===== config.mk =====
export PLATFORM = sky130hd
export DESIGN_NAME = sensor_set_frame_parser_unit
export DESIGN_NICKNAME = d
export VERILOG_FILES = /design/src/rtl/ssfp_pkg.sv /design/src/rtl/sensor_set_frame_parser_unit.sv
export SDC_FILE = /design/constraint.sdc
export NUM_CORES = 1
export LEC_CHECK = 0
export BUFFER_PORTS_ARGS = -buffer_cell sky130_fd_sc_hd__buf_2
export CAP_MARGIN = 20
export CORE_MARGIN = 4
export CORE_UTILIZATION = 54
export CTS_BUF_LIST = sky130_fd_sc_hd__clkbuf_4
export CTS_CLUSTER_DIAMETER = 30
export CTS_CLUSTER_SIZE = 40
export DETAILED_ROUTE_END_ITERATION = 12
export GPL_ROUTABILITY_DRIVEN = 0
export MAX_ROUTING_LAYER = met4
export PLACE_DENSITY = 0.82
export REMOVE_ABC_BUFFERS = 1
export SLEW_MARGIN = 20
export SYNTH_ARGS = -nofsm -noshare
export SYNTH_HDL_FRONTEND = slang
export SYNTH_SLANG_ARGS = --single-unit

===== constraint.sdc =====
create_clock -name clk -period 9.25 [get_ports clk]
set_clock_uncertainty 0.2 [all_clocks]
set_input_delay 1.85 -clock clk [delete_from_list [all_inputs] [get_ports clk]]
set_output_delay 1.85 -clock clk [all_outputs]
set_load 0.03 [all_outputs]

===== src/rtl/ssfp_pkg.sv =====
// ----------------------------------------------------------------------------
// ssfp_pkg: shared types and constants of the sensor-set frame parser
// Holds the phase, error and status codes, character constants, the
// configuration register indexes and the key-table lookup.
// ----------------------------------------------------------------------------
package ssfp_pkg;

    // Token buffer: a token may hold TOKEN_BUFFER-1 characters.
    localparam int TOKEN_BUFFER = 12;
    localparam int TOKEN_MAX    = TOKEN_BUFFER - 1;
    localparam int LEN_W        = $clog2(TOKEN_BUFFER);

    // Only the first four characters are ever compared against names.
    localparam int HELD   = 4;
    localparam int HELD_W = 2;

    // Numbers above this cap are illegal while they are being read.
    localparam logic [16:0] NUM_CAP = 17'd100000;

    // Configuration register indexes.
    localparam logic [1:0] CFG_MASK     = 2'd0;
    localparam logic [1:0] CFG_INTERVAL = 2'd1;
    localparam logic [1:0] CFG_MIN      = 2'd2;
    localparam logic [1:0] CFG_MAX      = 2'd3;

    // Characters with a meaning of their own.
    localparam logic [7:0] CH_OPEN  = 8'h7B;
    localparam logic [7:0] CH_CLOSE = 8'h7D;
    localparam logic [7:0] CH_COMMA = 8'h2C;
    localparam logic [7:0] CH_NUL   = 8'h00;
    localparam logic [7:0] CH_QUERY = 8'h3F;
    localparam logic [7:0] CH_PLUS  = 8'h2B;
    localparam logic [7:0] CH_MINUS = 8'h2D;

    typedef enum logic [1:0] {
        PH_OPEN,
        PH_BODY,
        PH_CLOSED
    } phase_t;

    typedef enum logic [2:0] {
        ERR_NONE,
        ERR_NO_OPEN,
        ERR_EMPTY,
        ERR_ILLEGAL,
        ERR_TOO_LONG,
        ERR_NO_CLOSE,
        ERR_TRAILING,
        ERR_MIXED
    } err_t;

    typedef enum logic [1:0] {
        ST_ACCEPTED,
        ST_QUERY,
        ST_REJECTED
    } status_t;

    typedef struct packed {
        status_t     status;
        err_t        err;
        logic [7:0]  mask;
        logic [15:0] interval;
    } result_t;

    // Space, tab, CR, LF, VT and FF count as whitespace.
    function automatic logic is_space(input logic [7:0] c);
        return (c == 8'h20) || (c == 8'h09) || (c == 8'h0D) || (c == 8'h0A) ||
               (c == 8'h0B) || (c == 8'h0C);
    endfunction

    // Maps a key of one or two characters to its mask bit; zero when unknown.
    function automatic logic [7:0] key_bit(input logic [7:0] a, input logic [7:0] b,
                                           input logic [LEN_W-1:0] n);
        logic [7:0] m;
        logic       two;
        two  = (n == LEN_W'(2));
        m[0] = two && ({a, b} == "LW");
        m[1] = two && ({a, b} == "T1");
        m[2] = two && ({a, b} == "T2");
        m[3] = two && ({a, b} == "SM");
        m[4] = two && ({a, b} == "ST");
        m[5] = two && ({a, b} == "WS");
        m[6] = two && ({a, b} == "WD");
        m[7] = (n == LEN_W'(1)) && (a == "R");
        return m;
    endfunction

endpackage


===== src/rtl/sensor_set_frame_parser_unit.sv =====
// ----------------------------------------------------------------------------
// sensor_set_frame_parser_unit: byte-wide parser of sensor-set frames
// Scans a braced, comma-separated frame one byte per beat, folds each token
// into the selection and interval state as its separator arrives, and gives
// one result beat at the frame's last byte.
// ----------------------------------------------------------------------------
//
//  channel  | handshake             | payload
//  ---------+-----------------------+-------------------------------------------
//  input    | in_valid / in_stall   | text_byte[7:0], last_byte
//  result   | out_valid / out_stall | status[1:0], error_kind[2:0],
//           |                       | new_mask[7:0], new_interval[15:0]
//  config   | write_enable          | write_index[1:0], write_data[15:0]
//
//  One byte is taken every cycle while in_stall is low; token decode, number
//  accumulation and the final verdict are one pass of logic between the frame
//  state and the result register. A result register and a skid register sit on
//  the output; a frame's result goes to the skid register while the result
//  register still holds one, so in_stall rises only when both hold an untaken result.
//  Reset clears the frame state and the output valid flags, and sets the configuration registers to their defaults.
//
module sensor_set_frame_parser_unit (
    input  logic        clk,
    input  logic        rst_n,
    input  logic        in_valid,
    output logic        in_stall,
    input  logic [7:0]  text_byte,
    input  logic        last_byte,
    output logic        out_valid,
    input  logic        out_stall,
    output logic [1:0]  status,
    output logic [2:0]  error_kind,
    output logic [7:0]  new_mask,
    output logic [15:0] new_interval,
    input  logic        write_enable,
    input  logic [1:0]  write_index,
    input  logic [15:0] write_data
);

    localparam int LW = ssfp_pkg::LEN_W;

    // Configuration registers.
    logic [7:0]  cur_mask_reg;
    logic [15:0] cur_ivl_reg;
    logic [15:0] ivl_min_reg;
    logic [15:0] ivl_max_reg;

    // Frame state.
    ssfp_pkg::phase_t phase_reg, phase_next;
    ssfp_pkg::err_t   err_reg, err_next;
    logic [LW-1:0]    tok_len_reg, tok_len_next;
    logic [7:0]       tok_chars_reg [ssfp_pkg::HELD];
    logic [16:0]      num_reg, num_next;
    logic             num_bad_reg, num_bad_next;
    logic [7:0]       plain_reg, plain_next;
    logic [7:0]       add_reg, add_next;
    logic [7:0]       rem_reg, rem_next;
    logic             fplain_reg, fplain_next;
    logic             fint_reg, fint_next;
    logic             fquery_reg, fquery_next;
    logic [15:0]      ivl_seen_reg, ivl_seen_next;

    // Output registers.
    ssfp_pkg::result_t out_reg, skid_reg, result;
    logic              out_valid_reg, skid_valid_reg;

    logic accept, push, pop;
    logic chr_we;
    logic [7:0] cf;
    logic       cf_digit;
    logic [19:0] num_sum;

    // Token evaluation outputs.
    logic        tok_ok;
    logic [7:0]  tok_plain, tok_add, tok_rem;
    logic        tok_fplain, tok_fint, tok_fquery;
    logic [15:0] tok_ivl;

    assign accept   = in_valid && !in_stall;
    assign in_stall = skid_valid_reg;
    assign push     = accept && last_byte;
    assign pop      = out_valid_reg && !out_stall;

    // Configuration writes.
    always_ff @(posedge clk or negedge rst_n)
    begin
        if (!rst_n)
        begin
            cur_mask_reg <= 8'd0;
            cur_ivl_reg  <= 16'd15;
            ivl_min_reg  <= 16'd1;
            ivl_max_reg  <= 16'd999;
        end
        else if (write_enable)
        begin
            unique case (write_index)
                ssfp_pkg::CFG_MASK:     cur_mask_reg <= write_data[7:0];
                ssfp_pkg::CFG_INTERVAL: cur_ivl_reg  <= write_data;
                ssfp_pkg::CFG_MIN:      ivl_min_reg  <= write_data;
                ssfp_pkg::CFG_MAX:      ivl_max_reg  <= write_data;
            endcase
        end
    end

    // Case folding and the next decimal step of the token.
    assign cf       = ((text_byte >= "a") && (text_byte <= "z")) ? text_byte - 8'd32
                                                               : text_byte;
    assign cf_digit = (cf >= "0") && (cf <= "9");
    assign num_sum  = {num_reg, 3'b000} + {2'b00, num_reg, 1'b0} + {16'd0, cf[3:0]};

    // Decode of the held token, giving the state after it is applied.
    always_comb
    begin
        logic [7:0] c0;
        logic [7:0] key_plain;
        logic [7:0] key_sign;
        logic       in_range;
        logic       conflict;
        c0        = tok_chars_reg[0];
        key_plain = ssfp_pkg::key_bit(tok_chars_reg[0], tok_chars_reg[1], tok_len_reg);
        key_sign  = ssfp_pkg::key_bit(tok_chars_reg[1], tok_chars_reg[2],
                                      tok_len_reg - LW'(1));
        in_range  = (num_reg >= {1'b0, ivl_min_reg}) && (num_reg <= {1'b0, ivl_max_reg});
        conflict  = fint_reg && (ivl_seen_reg != num_reg[15:0]);

        tok_ok     = 1'b0;
        tok_plain  = plain_reg;
        tok_add    = add_reg;
        tok_rem    = rem_reg;
        tok_fplain = fplain_reg;
        tok_fint   = fint_reg;
        tok_fquery = fquery_reg;
        tok_ivl    = ivl_seen_reg;

        priority if ((tok_len_reg == LW'(1)) && (c0 == ssfp_pkg::CH_QUERY))
        begin
            tok_ok     = 1'b1;
            tok_fquery = 1'b1;
        end
        else if ((c0 == ssfp_pkg::CH_PLUS) || (c0 == ssfp_pkg::CH_MINUS))
        begin
            tok_ok = (key_sign != 8'd0);
            if (c0 == ssfp_pkg::CH_PLUS)
                tok_add = add_reg | key_sign;
            else
                tok_rem = rem_reg | key_sign;
        end
        else if ((c0 >= "0") && (c0 <= "9"))
        begin
            tok_ok   = !num_bad_reg && in_range && !conflict;
            tok_ivl  = num_reg[15:0];
            tok_fint = 1'b1;
        end
        else if ((tok_len_reg == LW'(3)) &&
                 ({tok_chars_reg[0], tok_chars_reg[1], tok_chars_reg[2]} == "ALL"))
        begin
            tok_ok     = 1'b1;
            tok_plain  = 8'hFF;
            tok_fplain = 1'b1;
        end
        else if ((tok_len_reg == LW'(4)) &&
                 ({tok_chars_reg[0], tok_chars_reg[1], tok_chars_reg[2],
                   tok_chars_reg[3]} == "NONE"))
        begin
            tok_ok     = 1'b1;
            tok_fplain = 1'b1;
        end
        else
        begin
            tok_ok     = (key_plain != 8'd0);
            tok_plain  = plain_reg | key_plain;
            tok_fplain = 1'b1;
        end
    end

    // Byte scan: next frame state for the byte on the input.
    always_comb
    begin
        phase_next    = phase_reg;
        err_next      = err_reg;
        tok_len_next  = tok_len_reg;
        num_next      = num_reg;
        num_bad_next  = num_bad_reg;
        plain_next    = plain_reg;
        add_next      = add_reg;
        rem_next      = rem_reg;
        fplain_next   = fplain_reg;
        fint_next     = fint_reg;
        fquery_next   = fquery_reg;
        ivl_seen_next = ivl_seen_reg;
        chr_we        = 1'b0;

        if (err_reg == ssfp_pkg::ERR_NONE)
        begin
            unique case (phase_reg)
                ssfp_pkg::PH_OPEN:
                begin
                    if (!ssfp_pkg::is_space(text_byte))
                    begin
                        if (text_byte == ssfp_pkg::CH_OPEN)
                            phase_next = ssfp_pkg::PH_BODY;
                        else
                            err_next = ssfp_pkg::ERR_NO_OPEN;
                    end
                end
                ssfp_pkg::PH_BODY:
                begin
                    if (ssfp_pkg::is_space(text_byte))
                    begin
                        phase_next = phase_reg;
                    end
                    else if ((text_byte == ssfp_pkg::CH_COMMA) ||
                             (text_byte == ssfp_pkg::CH_CLOSE))
                    begin
                        if (tok_len_reg == LW'(0))
                            err_next = ssfp_pkg::ERR_EMPTY;
                        else if (!tok_ok)
                            err_next = ssfp_pkg::ERR_ILLEGAL;
                        else
                        begin
                            plain_next    = tok_plain;
                            add_next      = tok_add;
                            rem_next      = tok_rem;
                            fplain_next   = tok_fplain;
                            fint_next     = tok_fint;
                            fquery_next   = tok_fquery;
                            ivl_seen_next = tok_ivl;
                            tok_len_next  = LW'(0);
                            if (text_byte == ssfp_pkg::CH_CLOSE)
                                phase_next = ssfp_pkg::PH_CLOSED;
                        end
                    end
                    else if (tok_len_reg < LW'(ssfp_pkg::TOKEN_MAX))
                    begin
                        chr_we       = (tok_len_reg < LW'(ssfp_pkg::HELD));
                        tok_len_next = tok_len_reg + LW'(1);
                        if (tok_len_reg == LW'(0))
                        begin
                            num_next     = {13'd0, cf[3:0]};
                            num_bad_next = !cf_digit;
                        end
                        else if (!num_bad_reg)
                        begin
                            if (!cf_digit || (num_sum > {3'b000, ssfp_pkg::NUM_CAP}))
                                num_bad_next = 1'b1;
                            else
                                num_next = num_sum[16:0];
                        end
                    end
                    else
                    begin
                        err_next = ssfp_pkg::ERR_TOO_LONG;
                    end
                end
                ssfp_pkg::PH_CLOSED:
                begin
                    if (!ssfp_pkg::is_space(text_byte) && (text_byte != ssfp_pkg::CH_NUL))
                        err_next = ssfp_pkg::ERR_TRAILING;
                end
                default:
                begin
                    phase_next = phase_reg;
                end
            endcase
        end
    end

    // Verdict of the frame, taken from the state after its last byte.
    always_comb
    begin
        ssfp_pkg::err_t e;
        logic [15:0]    clamped;
        logic [7:0]     base;
        e = err_next;
        if ((e == ssfp_pkg::ERR_NONE) && (phase_next == ssfp_pkg::PH_OPEN))
            e = ssfp_pkg::ERR_NO_OPEN;
        if ((e == ssfp_pkg::ERR_NONE) && (phase_next == ssfp_pkg::PH_BODY))
            e = ssfp_pkg::ERR_NO_CLOSE;

        if (cur_ivl_reg < ivl_min_reg)
            clamped = ivl_min_reg;
        else if (cur_ivl_reg > ivl_max_reg)
            clamped = ivl_max_reg;
        else
            clamped = cur_ivl_reg;

        base            = fplain_next ? plain_next : cur_mask_reg;
        result.status   = ssfp_pkg::ST_ACCEPTED;
        result.mask     = (base | add_next) & ~rem_next;
        result.interval = fint_next ? ivl_seen_next : clamped;

        if ((e == ssfp_pkg::ERR_NONE) && fquery_next)
        begin
            if (fplain_next || fint_next || (add_next != 8'd0) || (rem_next != 8'd0))
                e = ssfp_pkg::ERR_MIXED;
            result.status   = ssfp_pkg::ST_QUERY;
            result.mask     = cur_mask_reg;
            result.interval = clamped;
        end

        if (e != ssfp_pkg::ERR_NONE)
        begin
            result.status   = ssfp_pkg::ST_REJECTED;
            result.mask     = 8'd0;
            result.interval = 16'd0;
        end
        result.err = e;
    end

    // Frame state registers; the last byte returns them to the start state.
    always_ff @(posedge clk or negedge rst_n)
    begin
        if (!rst_n)
        begin
            phase_reg    <= ssfp_pkg::PH_OPEN;
            err_reg      <= ssfp_pkg::ERR_NONE;
            tok_len_reg  <= LW'(0);
            num_reg      <= 17'd0;
            num_bad_reg  <= 1'b0;
            plain_reg    <= 8'd0;
            add_reg      <= 8'd0;
            rem_reg      <= 8'd0;
            fplain_reg   <= 1'b0;
            fint_reg     <= 1'b0;
            fquery_reg   <= 1'b0;
            ivl_seen_reg <= 16'd0;
        end
        else if (accept)
        begin
            if (last_byte)
            begin
                phase_reg    <= ssfp_pkg::PH_OPEN;
                err_reg      <= ssfp_pkg::ERR_NONE;
                tok_len_reg  <= LW'(0);
                num_reg      <= 17'd0;
                num_bad_reg  <= 1'b0;
                plain_reg    <= 8'd0;
                add_reg      <= 8'd0;
                rem_reg      <= 8'd0;
                fplain_reg   <= 1'b0;
                fint_reg     <= 1'b0;
                fquery_reg   <= 1'b0;
                ivl_seen_reg <= 16'd0;
            end
            else
            begin
                phase_reg    <= phase_next;
                err_reg      <= err_next;
                tok_len_reg  <= tok_len_next;
                num_reg      <= num_next;
                num_bad_reg  <= num_bad_next;
                plain_reg    <= plain_next;
                add_reg      <= add_next;
                rem_reg      <= rem_next;
                fplain_reg   <= fplain_next;
                fint_reg     <= fint_next;
                fquery_reg   <= fquery_next;
                ivl_seen_reg <= ivl_seen_next;
            end
        end
    end

    // Leading token characters; read only below the token length.
    always_ff @(posedge clk)
    begin
        if (accept && chr_we)
            tok_chars_reg[tok_len_reg[ssfp_pkg::HELD_W-1:0]] <= cf;
    end

    // Output and skid valid flags.
    always_ff @(posedge clk or negedge rst_n)
    begin
        if (!rst_n)
        begin
            out_valid_reg  <= 1'b0;
            skid_valid_reg <= 1'b0;
        end
        else if (push)
        begin
            if (out_valid_reg && !pop)
                skid_valid_reg <= 1'b1;
            else
                out_valid_reg <= 1'b1;
        end
        else if (pop)
        begin
            if (skid_valid_reg)
                skid_valid_reg <= 1'b0;
            else
                out_valid_reg <= 1'b0;
        end
    end

    // Output and skid payloads.
    always_ff @(posedge clk)
    begin
        if (push)
        begin
            if (out_valid_reg && !pop)
                skid_reg <= result;
            else
                out_reg <= result;
        end
        else if (pop && skid_valid_reg)
        begin
            out_reg <= skid_reg;
        end
    end

    assign out_valid    = out_valid_reg;
    assign status       = out_reg.status;
    assign error_kind   = out_reg.err;
    assign new_mask     = out_reg.mask;
    assign new_interval = out_reg.interval;

    // The skid register is only filled behind a waiting result.
    a_skid_behind_out: assert property (@(posedge clk) disable iff (!rst_n)
        skid_valid_reg |-> out_valid_reg)
        else $error("skid holds a result while the output register is empty");

    // A rejected result carries an error code and no selection.
    a_reject_clean: assert property (@(posedge clk) disable iff (!rst_n)
        (out_valid_reg && (out_reg.status == ssfp_pkg::ST_REJECTED)) |->
        ((out_reg.err != ssfp_pkg::ERR_NONE) && (out_reg.mask == 8'd0) &&
         (out_reg.interval == 16'd0)))
        else $error("rejected result is not clean");

    // A result that is not rejected has no error code.
    a_pass_no_error: assert property (@(posedge clk) disable iff (!rst_n)
        (out_valid_reg && (out_reg.status != ssfp_pkg::ST_REJECTED)) |->
        (out_reg.err == ssfp_pkg::ERR_NONE))
        else $error("passing result carries an error code");

    // The token never grows beyond the buffer.
    a_token_bound: assert property (@(posedge clk) disable iff (!rst_n)
        tok_len_reg <= LW'(ssfp_pkg::TOKEN_MAX))
        else $error("token length exceeds the buffer");

    // A byte that does not end a frame never produces a result beat.
    a_no_spurious: assert property (@(posedge clk) disable iff (!rst_n)
        (!out_valid_reg && !push) |=> !out_valid_reg)
        else $error("result appeared without a last byte");

endmodule


* After elaboration in Yosys (flattened, before gate mapping) *
Memory sizes are Yosys's and may differ from the RTL's.
Index checks and enable logic that the tools add are counted.

operators by class
  add/subtract/negate cells = 5
  multipliers = 0
  divide/modulo/power cells = 0
  magnitude comparators = 13
  equal/unequal tests = 52
  shift operators = 0
  multiplexer cells = 152
  bitwise operators = 6
  reductions and logical operators = 85

operators with widths
  kind                                                                                count
  8-bit two-way mux                                                                   34
  16-bit by 15-bit equality test with 1-bit output (second input constant)            14
  16-bit two-way mux                                                                  13
  17-bit two-way mux                                                                  9
  29-bit two-way mux                                                                  3
  1-bit two-way mux                                                                   57
  24-bit two-way mux                                                                  2
  3-bit two-way mux                                                                   14
  8-bit by 4-bit equality test with 1-bit output (second input constant)              5
  8-bit by 6-bit equality test with 1-bit output (second input constant)              5
  8-bit nonzero test                                                                  5
  1-bit logical AND                                                                   36
  32-bit by 31-bit equality test with 1-bit output (second input constant)            1
  8-bit by 7-bit equality test with 1-bit output (second input constant)              4
  4-bit two-way mux                                                                   8
  8-bit OR                                                                            4
  24-bit by 23-bit equality test with 1-bit output (second input constant)            1
  20-bit by 18-bit adder with 20-bit output                                           1
  20-bit by 4-bit adder with 20-bit output                                            1
  20-bit by 17-bit greater-than comparator with 1-bit output (second input constant)  1
  2-bit two-way mux                                                                   10
  17-bit by 16-bit >= comparator with 1-bit output                                    1
  17-bit by 16-bit <= comparator with 1-bit output                                    1
  8-bit by 6-bit >= comparator with 1-bit output (second input constant)              2
  other kinds (36)                                                                    81

word-level totals
  register bits = 186
  latch bits = 0
  memory bits (writable) = 32
  bits in read-only memories = 0
  output and inout port bits = 31
  logic and storage cells = 340
  memories = 1

memory list
  memory         words  bits a word  read ports  clocked after Yosys merged registers in  wr ports  RTL line                            text
  tok_chars_reg  4      8            4           0                                        1         sensor_set_frame_parser_unit.sv:52  logic [7:0] tok_chars_reg [ssfp_pkg::HELD];

* Depth between registers and ports, before layout *
An unclocked memory read counts as a cell.

  depth in word-level cells = 28
  depth in mapped cells = 15
  mapped depth without buffers = 14

* Worst setup path before layout *
Ideal clock, no wire load.

  kind = input to register
  from = in text_byte[3]
  to = reg num_reg[1]
  library setup time = 125 ps
  data arrival time = 5150 ps
  data required time = 8925 ps
  path slack = 3775 ps
  stages on the path = 13
  path buffers = 0
  cells stage by stage = fa_1 > inv_1 > fa_1 > nor2b_1 > o21a_1 > o21ai_1 > a211oi_1 > o211ai_1 > a211oi_1 > nor3_1 > a311o_1 > a41oi_2 > mux2_2

on the way
  word-level cells in the longest chain between the ends = 13
  elaborated cells on any way between the ends = 39

ends and longest elaborated chain
  what                                                                                               RTL line                             text
  start: declaration                                                                                 sensor_set_frame_parser_unit.sv:27   input logic [7:0] text_byte,
  parallel branches: the longest is 13 deep, another holds 20-bit by 4-bit adder with 20-bit output  n/a
  end signal: assignment                                                                             sensor_set_frame_parser_unit.sv:350  num_reg <= num_next;
  end: declaration                                                                                   sensor_set_frame_parser_unit.sv:53   logic [16:0] num_reg, num_next;

Several ways; the timed one is not identified. The select of a mux whose other input is x is not followed.
A chain may end at the register's enable or synchronous reset.

* Worst setup path in the final report *
Same ends and word-level chain as after synthesis.

==> metrics <==
CP Launch Type input pin; Gate Count Post-Synth 1361; Area growth, synth to finish 9.92%; chip width approximately 170 um; Synth Cell Area between 0.01 and 0.015 mm2; met2 usage 0.405; worst path cell trace buf_2, fa_1, inv_1, fa_1, nor2b_1, o21a_1, o21ai_1, a211oi_1, o211ai_1, a211oi_1, nor3_1, a311o_1, a41oi_2, mux2_2; post-CTS setup buffers 0; Area contributors post-synth dfrtp_1 (20%), edfxtp_1 (19%), ha_1 (9.1%), mux2_2 (4.9%), nor2_1 (2.7%); RSZ-0062 raised after global routing no; pin count of the biggest net entering global routing 72; most used routing layer met2; post-route ant nets 0; Final TNS setup 0 ns; Root Driver clkbuf_4; EDFF count, synth 90; cell with the most instances after synthesis dfrtp_1; layout cells sized above 1 0.186; port bufs 62; fmax ~0.17 GHz; CTS H-Tree Depth 2; met3 capacity usage during global routing 0.0461; die outline area between 0.02 and 0.03 mm2; largest family of logic cells by synthesized area simple AND/OR/NAND/NOR gates; Yosys reg bits 218; Post-Synth Adder-Cell Area 0.0936; Synth area leader dfrtp_1; global-route wire length before repair 59800 um; most frequent cells after synthesis dfrtp_1 (115), ha_1 (102), nor2_1 (102); initial DRC count approximately 1.4k; total track usage 0.266; Final min period 5.86 ns; GRT Residual Overflow 0; endpoints failing hold 0; Yosys top cell area share 0.205; clk sink count roughly 220; Setup CP Type in -> reg; dpl hpwl 27000 um; die height 169 um; pwr dens around 190 mW/mm2; fin. max-slew vios 0; DR WL/cell 20.8 um; Power, Total 2.91 mW; # DRC 0; top_reg_cell synth dfrtp_1; CTS max path bufs 3; Leakage 6.75 nW; simple logic cell fraction of the synthesized area 0.186; Data required, critical path 9.60 ns; post-synthesis cell type count 97; async set or reset register ratio after synthesis 0.587; Synth Warn # 0; initial core utilization 0.553; Syn Area/Cell 10.3 um2; Largest delay share family, worst path compound AO/OA/AOI/OAI gates; Worst VDD drop 0.157 mV; Post-Synth XOR/XNOR Area 0.0162; crit path DAT 6.20 ns; Global Route met1 Usage 0.363; Final setup viols 0; crit path max fanout 16; vias in the first global route between 10k and 15k; CP max stage cell a41oi_2; post_cts resized 0; core footprint 0.0254 mm2; max reg flops 32; worst-margin pin slew 1.06 ns; crit share post-route 0.633; clock buffer count from CTS 46; via count 11.6k; Pre-antenna DRT Iters 6; I/O pin cnt 63; post-synthesis compound-gate area fraction 0.181; clk slew on worst S/H paths 0.09 ns; Max Cap Viol 0; TritonCTS clock tree done; initial antenna violation count 1; total wire length between 30000 and 40000 um; clock latency on the worst-skew pair ~0.7 ns; register area share after synthesis 0.421; Critical Path Max Stage Delay 0.66 ns; Hold Path Class reg -> reg; Buf/Inv on CP 2; hold_buf cts 0; status completed; vias per std cell 6.43; Setup WS post-layout 3.39 ns; Worst Setup End Kind register; Max-slew headroom 0.293; Cell Rows 58; nets 1569; Post-Place Setup Slack 2.76 ns; post-synthesis mux area share 0.0716
## placed cells by master (no fill, tap or decap), types with 17 or more instances in the layout
| master | n |
|---|---|
| a211oi_1 | 18 |
| nand3_1 | 22 |
| xor2_1 | 17 |
| nand4_1 | 22 |
| nor2_1 | 102 |
| dfrtp_1 | 115 |
| nand2_1 | 75 |
| buf_2 | 61 |
| o21ai_0 | 51 |
| a21oi_1 | 72 |
| nor3_1 | 42 |
| o21a_1 | 19 |
| edfxtp_1 | 90 |
| mux2_2 | 61 |
| nand2b_1 | 33 |
| mux2i_1 | 32 |
| a21o_1 | 33 |
| nor2b_1 | 21 |
| a22o_1 | 31 |
| ha_1 | 102 |
| clkbuf_4 | 52 |
| and2_1 | 24 |
| o31ai_1 | 23 |
| inv_1 | 51 |
## metrics by stage
stage | cell area (um2) | util | hold WS (ns) | std cells
final | 15500 | 0.608 | 0.305 | 1802
after global routing | 15500 | 0.608 | 0.335 | 1802
after CTS | 15400 | 0.607 | 0.310 | 1800
after detailed placement | 14700 | 0.577 | 0.291 | 1714
after global placement | 14700 | 0.577 | 0.287 | 1714
after floorplan | 13800 | - | 0.254 | 1312
## worst paths after layout
check	slack [ns]	cells after the start	startpoint	endpoint
worst max-delay path	3.39	14	text_byte[3]	num_reg[1]
worst min-delay path	0.31	2	plain_reg[0]	plain_reg[0]
worst max register to register	4.16	13	num_reg[2]	num_reg[1]
worst min register to register	0.31	2	plain_reg[0]	plain_reg[0]
max in group asynchronous	6.43	2	rst_n	rem_reg[2]
min in group asynchronous	1.11	1	rst_n	ivl_min_reg[12]
## worst register-to-register path: cells and delay by family (launching register included)
family	cells	cell delay [ns]
simple gates	2	0.26
buf+inv	1	0.07
mux	1	0.42
fa+ha+maj	2	1.06
compound gates	7	2.35
flops	1	0.59
## cell type report
class | count | area [um2]
repair buffers | 73 | 399
multi-input cells | 1041 | 7740
fillers | 2021 | 9950
well taps | 330 | 413
clock buffers | 52 | 390
flip-flops and latches | 218 | 5920
inverters | 53 | 199
diodes | 1 | 2.50
clock inverters | 34 | 385
## power breakdown
group | switching [mW] | leakage, nW | internal, mW
Combinational | 0.481 | 3.86 | 0.301
Sequential | 0.0869 | 2.47 | 1.12
Clock | 0.451 | 0.420 | 0.473
Total | 1.02 | 6.75 | 1.89
## per-layer routing
metal	vias up	share of wire	wire length [um]
li1	5352	-	-
met1	5622	0.42	15900
met2	516	0.46	17200
met3	88	0.084	3140
met4	0	0.034	1290
met5	-	0	0
## cell families (layout without fill, tap and decap cells)
| group | after synthesis | in the layout |
|---|---|---|
| flip-flops | 218 | 218 |
| buffers and inverters | 102 | 212 |
| AO/OA/AOI/OAI | 359 | 359 |
| AND/OR/NAND/NOR | 459 | 459 |
| multiplexers | 93 | 93 |
| other | 0 | 1 |
| adder cells (fa/ha/maj) | 104 | 104 |
| XOR/XNOR | 26 | 26 |
Note: power is estimated with default switching activity, not from simulation.
